## src/rtl/three_channel_interval_timer_defines.svh

```systemverilog
// ----------------------------------------------------------------------------
// Three-channel interval timer: assertion macros
// Shared assertion forms, clocked on clk and disabled during rst.
// ----------------------------------------------------------------------------
`ifndef THREE_CHANNEL_INTERVAL_TIMER_DEFINES_SVH
`define THREE_CHANNEL_INTERVAL_TIMER_DEFINES_SVH

// Condition that holds at every clock edge out of reset.
`define TCIT_ASSERT_ALWAYS(label, cond) \
  label: assert property (@(posedge clk) disable iff (rst) (cond)) \
    else $error("tcit: invariant violated");

// Consequence that holds in the cycle after the antecedent.
`define TCIT_ASSERT_NEXT(label, ante, cons) \
  label: assert property (@(posedge clk) disable iff (rst) (ante) |=> (cons)) \
    else $error("tcit: next-cycle check failed");

`endif

```

## src/rtl/tcit_pkg.sv

```systemverilog
// ----------------------------------------------------------------------------
// Three-channel interval timer: package
// Types, codes and constants shared by the timer modules.
// ----------------------------------------------------------------------------
package tcit_pkg;

  localparam int NUM_CHANNELS_DEF = 3;
  localparam int TICK_WIDTH_DEF   = 32;
  localparam int QUEUE_DEPTH      = 2;

  localparam logic [16:0] FULL_COUNT = 17'h10000;

  localparam logic [1:0] CMD_WRITE = 2'd0;
  localparam logic [1:0] CMD_READ  = 2'd1;
  localparam logic [1:0] CMD_TICK  = 2'd2;

  localparam logic [1:0] PORT_CTRL    = 2'd3;
  localparam logic [1:0] SEL_READBACK = 2'd3;

  localparam logic [1:0] ACC_NONE = 2'd0;
  localparam logic [1:0] ACC_LSB  = 2'd1;
  localparam logic [1:0] ACC_MSB  = 2'd2;
  localparam logic [1:0] ACC_WORD = 2'd3;

  localparam logic [2:0] PH_NONE    = 3'd0;
  localparam logic [2:0] PH_LSB     = 3'd1;
  localparam logic [2:0] PH_MSB     = 3'd2;
  localparam logic [2:0] PH_WORD_LO = 3'd3;
  localparam logic [2:0] PH_WORD_HI = 3'd4;

  localparam logic [2:0] MODE_INT_ON_TC = 3'd0;
  localparam logic [2:0] MODE_ONE_SHOT  = 3'd1;
  localparam logic [2:0] MODE_RATE_GEN  = 3'd2;
  localparam logic [2:0] MODE_SQUARE    = 3'd3;
  localparam logic [2:0] MODE_SW_STROBE = 3'd4;
  localparam logic [2:0] MODE_HW_STROBE = 3'd5;

  typedef enum logic [2:0] {
    OP_NONE,
    OP_READBACK,
    OP_LATCH,
    OP_MODE,
    OP_DATA_WR,
    OP_READ,
    OP_TICK
  } op_kind_t;

  typedef struct packed {
    op_kind_t    kind;
    logic [1:0]  ch;
    logic [7:0]  data;
  } queue_item_t;

endpackage

```

## src/rtl/tcit_req_if.sv

```systemverilog
// ----------------------------------------------------------------------------
// Three-channel interval timer: request channel
// Valid/ready channel carrying one port access or timer tick.
// ----------------------------------------------------------------------------
interface tcit_req_if;
  logic       valid;
  logic       ready;
  logic [1:0] cmd;
  logic [1:0] port;
  logic [7:0] wdata;

  modport source (output valid, output cmd, output port, output wdata, input ready);
  modport sink (input valid, input cmd, input port, input wdata, output ready);
endinterface

```

## src/rtl/tcit_rsp_if.sv

```systemverilog
// ----------------------------------------------------------------------------
// Three-channel interval timer: result channel
// Valid/ready channel carrying the read byte and the interrupt pulse.
// ----------------------------------------------------------------------------
interface tcit_rsp_if;
  logic       valid;
  logic       ready;
  logic [7:0] rdata;
  logic       irq_pulse;

  modport source (output valid, output rdata, output irq_pulse, input ready);
  modport sink (input valid, input rdata, input irq_pulse, output ready);
endinterface

```

## src/rtl/three_channel_interval_timer.sv

```systemverilog
// A result is registered in the back end after its request has passed through the queue.
// Throughput: one request per cycle while the result channel is ready; each operation
// executes in the back end, fed from a two-entry queue behind the front end.
// Reset (synchronous): every channel reloads 65536 in mode 3 with no access
// mode set; elapsed time, latches and phases clear at once, no clearing pass.
// ----------------------------------------------------------------------------
// Three-channel interval timer: top level
// Front end, operation queue and back end of a three-channel interval timer.
// ----------------------------------------------------------------------------
module three_channel_interval_timer #(
  parameter int NUM_CHANNELS = tcit_pkg::NUM_CHANNELS_DEF,
  parameter int TICK_WIDTH   = tcit_pkg::TICK_WIDTH_DEF
) (
  input  logic       clk,
  input  logic       rst,
  tcit_req_if.sink   req,
  tcit_rsp_if.source rsp
);
  import tcit_pkg::*;

  logic        push_valid;
  logic        push_ready;
  queue_item_t push_item;
  logic        pop_valid;
  queue_item_t pop_item;
  logic        pop;

  tcit_front #(
    .NUM_CHANNELS(NUM_CHANNELS)
  ) u_front (
    .req       (req),
    .push_ready(push_ready),
    .push_valid(push_valid),
    .push_item (push_item)
  );

  tcit_queue u_queue (
    .clk       (clk),
    .rst       (rst),
    .push_valid(push_valid),
    .push_item (push_item),
    .push_ready(push_ready),
    .pop_valid (pop_valid),
    .pop_item  (pop_item),
    .pop       (pop)
  );

  tcit_back #(
    .NUM_CHANNELS(NUM_CHANNELS),
    .TICK_WIDTH  (TICK_WIDTH)
  ) u_back (
    .clk       (clk),
    .rst       (rst),
    .item_valid(pop_valid),
    .item      (pop_item),
    .item_pop  (pop),
    .rsp       (rsp)
  );
endmodule

```

## src/rtl/tcit_front.sv

```systemverilog
// ----------------------------------------------------------------------------
// Three-channel interval timer: front end
// Accepts requests and classifies them into operations for the back end.
// ----------------------------------------------------------------------------
module tcit_front #(
  parameter int NUM_CHANNELS = tcit_pkg::NUM_CHANNELS_DEF
) (
  tcit_req_if.sink             req,
  input  logic                 push_ready,
  output logic                 push_valid,
  output tcit_pkg::queue_item_t push_item
);
  import tcit_pkg::*;

  logic [1:0] sel;

  assign sel        = req.wdata[7:6];
  assign push_valid = req.valid;
  assign req.ready  = push_ready;

  always_comb begin
    push_item.kind = OP_NONE;
    push_item.ch   = req.port;
    push_item.data = req.wdata;
    case (req.cmd)
      CMD_WRITE: begin
        if (req.port == PORT_CTRL) begin
          push_item.ch = sel;
          if (sel == SEL_READBACK) begin
            push_item.kind = OP_READBACK;
          end else if (int'(sel) < NUM_CHANNELS) begin
            push_item.kind = (req.wdata[5:4] == ACC_NONE) ? OP_LATCH : OP_MODE;
          end
        end else if (int'(req.port) < NUM_CHANNELS) begin
          push_item.kind = OP_DATA_WR;
        end
      end
      CMD_READ: begin
        if (req.port != PORT_CTRL && int'(req.port) < NUM_CHANNELS) begin
          push_item.kind = OP_READ;
        end
      end
      CMD_TICK: push_item.kind = OP_TICK;
      default:  push_item.kind = OP_NONE;
    endcase
  end
endmodule

```

## src/rtl/tcit_queue.sv

```systemverilog
// ----------------------------------------------------------------------------
// Three-channel interval timer: operation queue
// Short FIFO that decouples request acceptance from execution.
// ----------------------------------------------------------------------------
module tcit_queue (
  input  logic                  clk,
  input  logic                  rst,
  input  logic                  push_valid,
  input  tcit_pkg::queue_item_t push_item,
  output logic                  push_ready,
  output logic                  pop_valid,
  output tcit_pkg::queue_item_t pop_item,
  input  logic                  pop
);
  import tcit_pkg::*;
  `include "three_channel_interval_timer_defines.svh"

  localparam int PW = (QUEUE_DEPTH > 1) ? $clog2(QUEUE_DEPTH) : 1;
  localparam int CNTW = $clog2(QUEUE_DEPTH + 1);

  queue_item_t entries [QUEUE_DEPTH];
  logic [PW-1:0]   wr_ptr;
  logic [PW-1:0]   rd_ptr;
  logic [CNTW-1:0] count;
  logic            push;
  logic            do_pop;

  assign push_ready = (count != CNTW'(QUEUE_DEPTH));
  assign pop_valid  = (count != '0);
  assign pop_item   = entries[rd_ptr];
  assign push       = push_valid && push_ready;
  assign do_pop     = pop && pop_valid;

  always_ff @(posedge clk) begin
    if (push) begin
      entries[wr_ptr] <= push_item;
    end
  end

  always_ff @(posedge clk) begin
    if (rst) begin
      wr_ptr <= '0;
      rd_ptr <= '0;
      count  <= '0;
    end else begin
      if (push) begin
        wr_ptr <= (wr_ptr == PW'(QUEUE_DEPTH - 1)) ? '0 : wr_ptr + 1'b1;
      end
      if (do_pop) begin
        rd_ptr <= (rd_ptr == PW'(QUEUE_DEPTH - 1)) ? '0 : rd_ptr + 1'b1;
      end
      if (push && !do_pop) begin
        count <= count + 1'b1;
      end else if (do_pop && !push) begin
        count <= count - 1'b1;
      end
    end
  end

  `TCIT_ASSERT_ALWAYS(a_count_bounded, count <= CNTW'(QUEUE_DEPTH))
  `TCIT_ASSERT_NEXT(a_fill_counts, push && !do_pop, count == $past(count) + 1'b1)
  `TCIT_ASSERT_NEXT(a_drain_counts, do_pop && !push, count == $past(count) - 1'b1)
endmodule

```

## src/rtl/tcit_back.sv

```systemverilog
// ----------------------------------------------------------------------------
// Three-channel interval timer: back end
// Holds the channel state, executes queued operations and registers results.
// ----------------------------------------------------------------------------
module tcit_back #(
  parameter int NUM_CHANNELS = tcit_pkg::NUM_CHANNELS_DEF,
  parameter int TICK_WIDTH   = tcit_pkg::TICK_WIDTH_DEF
) (
  input  logic                  clk,
  input  logic                  rst,
  input  logic                  item_valid,
  input  tcit_pkg::queue_item_t item,
  output logic                  item_pop,
  tcit_rsp_if.source            rsp
);
  import tcit_pkg::*;
  `include "three_channel_interval_timer_defines.svh"

  localparam int CW = (NUM_CHANNELS > 1) ? $clog2(NUM_CHANNELS) : 1;

  logic [16:0]           reload     [NUM_CHANNELS];
  logic [TICK_WIDTH-1:0] elapsed    [NUM_CHANNELS];
  logic [16:0]           phase      [NUM_CHANNELS];
  logic [15:0]           held       [NUM_CHANNELS];
  logic [1:0]            hold_kind  [NUM_CHANNELS];
  logic                  st_held    [NUM_CHANNELS];
  logic [7:0]            st_byte    [NUM_CHANNELS];
  logic [2:0]            rphase     [NUM_CHANNELS];
  logic [2:0]            wphase     [NUM_CHANNELS];
  logic [7:0]            low_hold   [NUM_CHANNELS];
  logic [1:0]            acc        [NUM_CHANNELS];
  logic [2:0]            mode       [NUM_CHANNELS];
  logic                  bcd        [NUM_CHANNELS];
  logic [31:0]           last_edge;

  logic [16:0]           reload_next    [NUM_CHANNELS];
  logic [TICK_WIDTH-1:0] elapsed_next   [NUM_CHANNELS];
  logic [16:0]           phase_next     [NUM_CHANNELS];
  logic [15:0]           held_next      [NUM_CHANNELS];
  logic [1:0]            hold_kind_next [NUM_CHANNELS];
  logic                  st_held_next   [NUM_CHANNELS];
  logic [7:0]            st_byte_next   [NUM_CHANNELS];
  logic [2:0]            rphase_next    [NUM_CHANNELS];
  logic [2:0]            wphase_next    [NUM_CHANNELS];
  logic [7:0]            low_hold_next  [NUM_CHANNELS];
  logic [1:0]            acc_next       [NUM_CHANNELS];
  logic [2:0]            mode_next      [NUM_CHANNELS];
  logic                  bcd_next       [NUM_CHANNELS];
  logic [31:0]           last_edge_next;

  logic [15:0]           live  [NUM_CHANNELS];
  logic                  level [NUM_CHANNELS];

  logic                  out_valid;
  logic [7:0]            rdata_q;
  logic                  irq_q;
  logic [7:0]            rd_val;
  logic                  irq_val;
  logic                  exec;
  logic [CW-1:0]         ci;

  assign exec      = item_valid && (!out_valid || rsp.ready);
  assign item_pop  = exec;
  assign ci        = item.ch[CW-1:0];
  assign rsp.valid = out_valid;
  assign rsp.rdata = rdata_q;
  assign rsp.irq_pulse = irq_q;

  always_comb begin
    logic [17:0] p2;
    logic [17:0] m;
    logic [TICK_WIDTH-1:0] cw;
    for (int i = 0; i < NUM_CHANNELS; i++) begin
      p2 = {phase[i], 1'b0};
      m  = (p2 >= {1'b0, reload[i]}) ? p2 - {1'b0, reload[i]} : p2;
      cw = TICK_WIDTH'(reload[i]);
      case (mode[i])
        MODE_INT_ON_TC, MODE_ONE_SHOT, MODE_SW_STROBE, MODE_HW_STROBE:
          live[i] = reload[i][15:0] - elapsed[i][15:0];
        MODE_SQUARE: live[i] = 16'(reload[i] - m[16:0]);
        default:     live[i] = 16'(reload[i] - phase[i]);
      endcase
      case (mode[i])
        MODE_ONE_SHOT: level[i] = elapsed[i] < cw;
        MODE_RATE_GEN: level[i] = (phase[i] == '0) && (elapsed[i] != '0);
        MODE_SQUARE:   level[i] = phase[i] < 17'((18'(reload[i]) + 18'd1) >> 1);
        MODE_SW_STROBE, MODE_HW_STROBE: level[i] = elapsed[i] == cw;
        default:       level[i] = elapsed[i] >= cw;
      endcase
    end
  end

  always_comb begin
    logic [15:0] v;
    logic        do_load;
    logic [TICK_WIDTH-1:0] dn;
    logic [16:0] p1;
    logic [31:0] diff;
    reload_next    = reload;
    elapsed_next   = elapsed;
    phase_next     = phase;
    held_next      = held;
    hold_kind_next = hold_kind;
    st_held_next   = st_held;
    st_byte_next   = st_byte;
    rphase_next    = rphase;
    wphase_next    = wphase;
    low_hold_next  = low_hold;
    acc_next       = acc;
    mode_next      = mode;
    bcd_next       = bcd;
    last_edge_next = last_edge;
    rd_val         = '0;
    irq_val        = 1'b0;
    v              = '0;
    do_load        = 1'b0;
    dn             = '0;
    p1             = '0;
    diff           = '0;
    case (item.kind)
      OP_READBACK: begin
        for (int i = 0; i < NUM_CHANNELS; i++) begin
          if (item.data[i+1]) begin
            if (!item.data[5] && hold_kind[i] == ACC_NONE) begin
              held_next[i]      = live[i];
              hold_kind_next[i] = acc[i];
            end
            if (!item.data[4] && !st_held[i]) begin
              st_byte_next[i] = {level[i], 1'b0, acc[i], mode[i], bcd[i]};
              st_held_next[i] = 1'b1;
            end
          end
        end
      end
      OP_LATCH: begin
        if (hold_kind[ci] == ACC_NONE) begin
          held_next[ci]      = live[ci];
          hold_kind_next[ci] = acc[ci];
        end
      end
      OP_MODE: begin
        acc_next[ci]    = item.data[5:4];
        rphase_next[ci] = {1'b0, item.data[5:4]};
        wphase_next[ci] = {1'b0, item.data[5:4]};
        mode_next[ci]   = item.data[3:1];
        bcd_next[ci]    = item.data[0];
      end
      OP_DATA_WR: begin
        case (wphase[ci])
          PH_LSB: begin
            v = {8'd0, item.data};
            do_load = 1'b1;
          end
          PH_MSB: begin
            v = {item.data, 8'd0};
            do_load = 1'b1;
          end
          PH_WORD_LO: begin
            low_hold_next[ci] = item.data;
            wphase_next[ci]   = PH_WORD_HI;
          end
          PH_WORD_HI: begin
            v = {item.data, low_hold[ci]};
            do_load = 1'b1;
            wphase_next[ci] = PH_WORD_LO;
          end
          default: do_load = 1'b0;
        endcase
        if (do_load) begin
          reload_next[ci]  = (v == '0) ? FULL_COUNT : {1'b0, v};
          elapsed_next[ci] = '0;
          phase_next[ci]   = '0;
          if (ci == '0) begin
            last_edge_next = '0;
          end
        end
      end
      OP_READ: begin
        if (st_held[ci]) begin
          st_held_next[ci] = 1'b0;
          rd_val = st_byte[ci];
        end else if (hold_kind[ci] != ACC_NONE) begin
          case (hold_kind[ci])
            ACC_LSB: begin
              hold_kind_next[ci] = ACC_NONE;
              rd_val = held[ci][7:0];
            end
            ACC_MSB: begin
              hold_kind_next[ci] = ACC_NONE;
              rd_val = held[ci][15:8];
            end
            default: begin
              hold_kind_next[ci] = ACC_MSB;
              rd_val = held[ci][7:0];
            end
          endcase
        end else begin
          case (rphase[ci])
            PH_LSB: rd_val = live[ci][7:0];
            PH_MSB: rd_val = live[ci][15:8];
            PH_WORD_LO: begin
              rphase_next[ci] = PH_WORD_HI;
              rd_val = live[ci][7:0];
            end
            PH_WORD_HI: begin
              rphase_next[ci] = PH_WORD_LO;
              rd_val = live[ci][15:8];
            end
            default: rd_val = '0;
          endcase
        end
      end
      OP_TICK: begin
        for (int i = 0; i < NUM_CHANNELS; i++) begin
          dn = elapsed[i] + 1'b1;
          p1 = phase[i] + 1'b1;
          elapsed_next[i] = dn;
          phase_next[i]   = (dn == '0 || p1 == reload[i]) ? '0 : p1;
        end
        dn = elapsed[0] + 1'b1;
        if (mode[0] == MODE_RATE_GEN || mode[0] == MODE_SQUARE) begin
          diff = last_edge + 32'(reload[0]) - 32'(dn);
          if (diff[31]) begin
            irq_val        = 1'b1;
            last_edge_next = last_edge + 32'(reload[0]);
          end
        end
      end
      default: rd_val = '0;
    endcase
  end

  always_ff @(posedge clk) begin
    if (rst) begin
      for (int i = 0; i < NUM_CHANNELS; i++) begin
        reload[i]    <= FULL_COUNT;
        elapsed[i]   <= '0;
        phase[i]     <= '0;
        held[i]      <= '0;
        hold_kind[i] <= ACC_NONE;
        st_held[i]   <= 1'b0;
        st_byte[i]   <= '0;
        rphase[i]    <= PH_NONE;
        wphase[i]    <= PH_NONE;
        low_hold[i]  <= '0;
        acc[i]       <= ACC_NONE;
        mode[i]      <= MODE_SQUARE;
        bcd[i]       <= 1'b0;
      end
      last_edge <= '0;
      out_valid <= 1'b0;
      rdata_q   <= '0;
      irq_q     <= 1'b0;
    end else begin
      if (exec) begin
        reload    <= reload_next;
        elapsed   <= elapsed_next;
        phase     <= phase_next;
        held      <= held_next;
        hold_kind <= hold_kind_next;
        st_held   <= st_held_next;
        st_byte   <= st_byte_next;
        rphase    <= rphase_next;
        wphase    <= wphase_next;
        low_hold  <= low_hold_next;
        acc       <= acc_next;
        mode      <= mode_next;
        bcd       <= bcd_next;
        last_edge <= last_edge_next;
        rdata_q   <= rd_val;
        irq_q     <= irq_val;
        out_valid <= 1'b1;
      end else if (rsp.ready) begin
        out_valid <= 1'b0;
      end
    end
  end

  `TCIT_ASSERT_ALWAYS(a_phase_below_period, phase[0] < reload[0])
  `TCIT_ASSERT_NEXT(a_irq_only_on_tick, exec && item.kind != OP_TICK, !irq_q)
  `TCIT_ASSERT_NEXT(a_rdata_only_on_read, exec && item.kind != OP_READ, rdata_q == '0)
endmodule

```

## src/flat_wrapper.sv

```systemverilog
// flat-port wrapper written by rule: the top's interface ports become plain ports
module three_channel_interval_timer_flat import tcit_pkg::*;
#(
  parameter int NUM_CHANNELS = tcit_pkg::NUM_CHANNELS_DEF,
  parameter int TICK_WIDTH   = tcit_pkg::TICK_WIDTH_DEF
)
  (clk, rst, req_valid, req_cmd, req_port, req_wdata, req_ready, rsp_valid, rsp_rdata, rsp_irq_pulse, rsp_ready);
  tcit_req_if req_i ();
  tcit_rsp_if rsp_i ();
  input  logic clk;
  input  logic rst;
  input wire logic [$bits(req_i.valid)-1:0] req_valid;
  input wire logic [$bits(req_i.cmd)-1:0] req_cmd;
  input wire logic [$bits(req_i.port)-1:0] req_port;
  input wire logic [$bits(req_i.wdata)-1:0] req_wdata;
  output wire logic [$bits(req_i.ready)-1:0] req_ready;
  output wire logic [$bits(rsp_i.valid)-1:0] rsp_valid;
  output wire logic [$bits(rsp_i.rdata)-1:0] rsp_rdata;
  output wire logic [$bits(rsp_i.irq_pulse)-1:0] rsp_irq_pulse;
  input wire logic [$bits(rsp_i.ready)-1:0] rsp_ready;
  assign req_i.valid = req_valid;
  assign req_i.cmd = req_cmd;
  assign req_i.port = req_port;
  assign req_i.wdata = req_wdata;
  assign req_ready = req_i.ready;
  assign rsp_valid = rsp_i.valid;
  assign rsp_rdata = rsp_i.rdata;
  assign rsp_irq_pulse = rsp_i.irq_pulse;
  assign rsp_i.ready = rsp_ready;
  three_channel_interval_timer #(.NUM_CHANNELS(NUM_CHANNELS), .TICK_WIDTH(TICK_WIDTH)) u_core (.clk(clk), .rst(rst), .req(req_i), .rsp(rsp_i));
endmodule
```

## config.mk

```make
export PLATFORM = sky130hd
export DESIGN_NAME = three_channel_interval_timer_flat
export DESIGN_NICKNAME = d
export VERILOG_FILES = /design/src/rtl/tcit_pkg.sv /design/src/rtl/tcit_req_if.sv /design/src/rtl/tcit_rsp_if.sv /design/src/rtl/three_channel_interval_timer.sv /design/src/rtl/tcit_front.sv /design/src/rtl/tcit_queue.sv /design/src/rtl/tcit_back.sv /design/src/flat_wrapper.sv
export VERILOG_INCLUDE_DIRS = /design/src /design/src/rtl
export SDC_FILE = /design/constraint.sdc
export NUM_CORES = 2
export LEC_CHECK = 0
export BUFFER_PORTS_ARGS = -buffer_cell sky130_fd_sc_hd__buf_2
export CAP_MARGIN = 10
export CORE_ASPECT_RATIO = 0.75
export CORE_MARGIN = 3
export CORE_UTILIZATION = 60
export DETAILED_ROUTE_END_ITERATION = 6
export MAX_ROUTING_LAYER = met4
export PLACE_DENSITY = 0.77
export SLEW_MARGIN = 20
export SYNTH_ARGS = -nofsm -noshare
export SYNTH_HDL_FRONTEND = slang
export SYNTH_SLANG_ARGS = --single-unit
export TNS_END_PERCENT = 10
```

## constraint.sdc

```tcl
create_clock -name clk -period 10.7 [get_ports clk]
set_input_delay 1.07 -clock clk [delete_from_list [all_inputs] [get_ports clk]]
set_output_delay 1.07 -clock clk [all_outputs]
set_load 0.03 [all_outputs]
```

==> qor.yml <==
critical_path:
  critPathLaunchType: "register"
  critPathTopFamily: "compound AO/OA/AOI/OAI gates"
  max_stage_delay_ns: 0.71
  crit_path_end_kind: "register"
  crit_fanout: 28
  worstPathRequired_ns: 11.27
  path_buf_inv: 0
  crit_type: "reg2reg"
  crit_chain: "ha_1 > fa_1 > a21o_1 > a21oi_1 > nor2b_1 > o21a_1 > o41a_1 > a211oi_1 > o21ai_0 > nand3_1 > xnor2_1 > ha_1 > a21o_1 > a21o_1 > a21o_1 > a221o_1 > a221o_1 > or4_4 > and4_1 > o21ai_4 > and2_1 > a31o_1"
  crit_slowest_cell: "and2_1"
  path_common_cell: "a21o_1"
  critPathArrivalTime_ns: 8.13
sta:
  holdWs_ns: 0.4568
  slew_headroom_pct: 19.86
  max_freq_ghz: 0.1322
  period_share_pct: 70.68
  slew_violations: 0
  period_minus_slack_ns: 7.562
  setup_viol: 0
  hold_viol: 0
  worst_slew_pin_slew_ns: 1.198
  fin_setup_tns_ns: 0
  fin_skew_ns: 0.02282
  rsz0062_at_grt: "no"
logic_synthesis:
  ys_top_cells_by_count: "503 x nor2_1, 409 x nand2_1, 390 x a21oi_1, 383 x dfxtp_1, 263 x ha_1"
  ys_ff_latch: 409
  synth_cell_types: 102
  synthesis.nets: 4628
  yosys_warnings: 0
  yosysTopAreaCell: "dfxtp_1"
  syn_area_um2: 32930
  synth_top_cell_area_share_pct: 23.29
  synth_ff_type: "dfxtp_1"
  syn_avg_cell_area_um2: 7.583
  synth_top_family_by_area: "simple AND/OR/NAND/NOR gates"
  yosysSeqAreaShare_pct: 25.66
  synthAdderAreaFrac_pct: 10.42
  synth_xor_area_share_pct: 7.866
  synth_enable_flop_cells: 26
  synth-simple-area-share_pct: 23.48
  ys_async_sr_fraction_pct: 0
  synth_area_leaders: "dfxtp_1 23%, ha_1 10%, a21oi_1 5.9%"
  muxShareOfSynthArea_pct: 4.108
  synthCells: 4342
  synth_compound_area_share_pct: 23.21
  synthMostInstantiatedCell: "nor2_1"
cts:
  numClockSinks: 409
  cts_setup_buffers: 0
  cts_inserted_buffers: 44
  clk_path_buf_depth: 3
  ctsHoldBuffers: 0
  ctsRootBufferMaster: "clkbuf_16"
  htreeDepth: 2
  postCtsResizedCells: 0
  cts_tree: "done"
  cts.clk_slew.worst_paths_ns: 0.07
  clock_latency_ns: 0.63
route:
  drcViolationCount: 3
  drtPass1Iterations: 7
  wl_per_cell_um: 22.12
  via_per_inst: 6.685
  drt-initial-drc-count: 4350
  drtAntennaViolNets: 0
  via_count: 32910
  wl_um: 108900
global_routing:
  grt_pass1_wl_um: 168400
  overflow: 0
  antenna_found_initial: 1
  groute.usage.overall_pct: 37.16
  grt_pass1_vias: 28620
  grt_max_degree: 92
floorplanning:
  coreArea_um2: 53620
  ioPinCount: 27
  rows: 73
  die_w_um: 276.5
  start_util_pct: 61.41
  dieHeight_um: 208.9
  die_area_um2: 57750
outcome:
  violations: "DRC"
  status: "finished, violations left"
placed_design:
  port_buffers: 26
  routabilityCongestion: 1.012
  hpwl_um: 78840
  dp_cells: 4840
power_and_ir_drop:
  power_density_nw_per_um2: 142.7
  p_leak_uw: 0.01310
  vdd_drop_max_v: 0.0002194
layout:
  drive_gt1_share_pct: 5.629
  fin_cells: 4923
  fin_nets: 4460
  syn2layout_area_growth_pct: 5.837
  fillerInstances: 4771
  fin_util_pct: 65.00
worst_hold_path:
  hp-class: "reg2reg"
job:
  drv_cap: 0
==> per-layer routing <==
metal / up-vias / share of wire (%) / track usage [%]
met5: - / 0 / -
met4: 0 / 2.0 / 8.608
met2: 1888 / 39 / 48.06
met1: 15420 / 46 / 56.15
li1: 15410 / - / -
met3: 191 / 14 / 10.14
==> flip-flops by register name, indices dropped and copies added (netlist names), 21 cells and up, named ones only <==
name and count:
u_core.u_back.last_edge 32, u_core.u_back.st_byte 21, u_core.u_back.reload 51, u_core.u_back.low_hold 24, u_core.u_back.elapsed 96, u_core.u_back.held 48, u_core.u_back.phase 51, u_core.u_queue.entries 26
==> layout make-up <==
class | instances | area [um2] | share of cell area [%]
repair buffers | 79 | 538.0 | 1.544
well taps | 712 | 890.9 | 2.556
inverters | 142 | 533.0 | 1.530
flip-flops and latches | 409 | 8448 | 24.24
clock inverters | 26 | 382.9 | 1.099
multi-input cells | 3498 | 22820 | 65.47
diodes | 1 | 2.502 | 0.007181
clock buffers | 56 | 1236 | 3.547
==> worst paths after layout <==
kind,cells past startpoint,from,end,slack [ns]
min,2,u_core.u_back.st_byte[20],u_core.u_back.st_byte[20],0.46
min reg2reg,2,u_core.u_back.st_byte[20],u_core.u_back.st_byte[20],0.46
max,22,u_core.u_back.reload[34],u_core.u_back.last_edge[10],3.14
max reg2reg,22,u_core.u_back.reload[34],u_core.u_back.last_edge[10],3.14
==> layout by cell type, fill, tap and decap left out, types with 25 or more instances in the layout <==
| cell type | synthesis | routed |
|---|---|---|
| o21ai_1 | 30 | 31 |
| nor4_1 | 69 | 68 |
| or3_1 | 41 | 41 |
| nand4_1 | 66 | 66 |
| o31ai_1 | 37 | 37 |
| nand3_1 | 143 | 143 |
| nand2_1 | 409 | 407 |
| a211oi_1 | 80 | 80 |
| and2_1 | 25 | 25 |
| edfxtp_1 | 26 | 26 |
| a21oi_1 | 390 | 386 |
| clkbuf_16 | 0 | 44 |
| xnor2_1 | 203 | 203 |
| dfxtp_1 | 383 | 383 |
| nand2b_1 | 30 | 30 |
| inv_1 | 138 | 138 |
| mux2i_1 | 127 | 127 |
| ha_1 | 263 | 263 |
| buf_4 | 11 | 53 |
| nor2b_1 | 38 | 37 |
| nor3_1 | 98 | 98 |
| xor2_1 | 78 | 78 |
| and3_1 | 53 | 53 |
| nor2_1 | 503 | 500 |
| a21o_1 | 63 | 63 |
| o21ai_0 | 230 | 229 |
| o21a_1 | 42 | 42 |
| a31oi_1 | 45 | 44 |
| a311oi_1 | 26 | 26 |
| o211ai_1 | 32 | 32 |
| buf_2 | 25 | 25 |
==> logic make-up (layout without fill, tap and decap cells) <==
logic type	after synthesis	count (layout)
xor+xnor	287	287
flops	409	409
mux	134	134
other cells	0	1
buf+inv	435	303
fa+ha+maj	270	270
compound gates	1198	1198
simple gates	1609	1609
==> stage by stage <==
step	worst slack [ns]	area, um2	total power [uW]
floorplan	4.861	32930	2706
global placement	3.558	33220	3191
detailed placement	3.322	33220	3198
CTS	3.247	34840	4914
global route	2.812	34850	5139
finish	3.138	34850	4973
==> power by group <==
group          internal, uW  leakage [uW]  total [uW]  switching (uW)
Clock                   998      0.000789        1720             726
Sequential             1600       0.00333        1670            69.9
Combinational           486       0.00898        1580            1090
==> worst register-to-register path, delay by kind of cell (launching register included) <==
| family | cells | cell delay [ns] |
|---|---|---|
| AND/OR/NAND/NOR | 5 | 1.93 |
| adder cells (fa/ha/maj) | 3 | 0.98 |
| AO/OA/AOI/OAI | 13 | 4.01 |
| flip-flops | 1 | 0.43 |
| XOR/XNOR | 1 | 0.15 |
(Power assumes the default switching activity.)
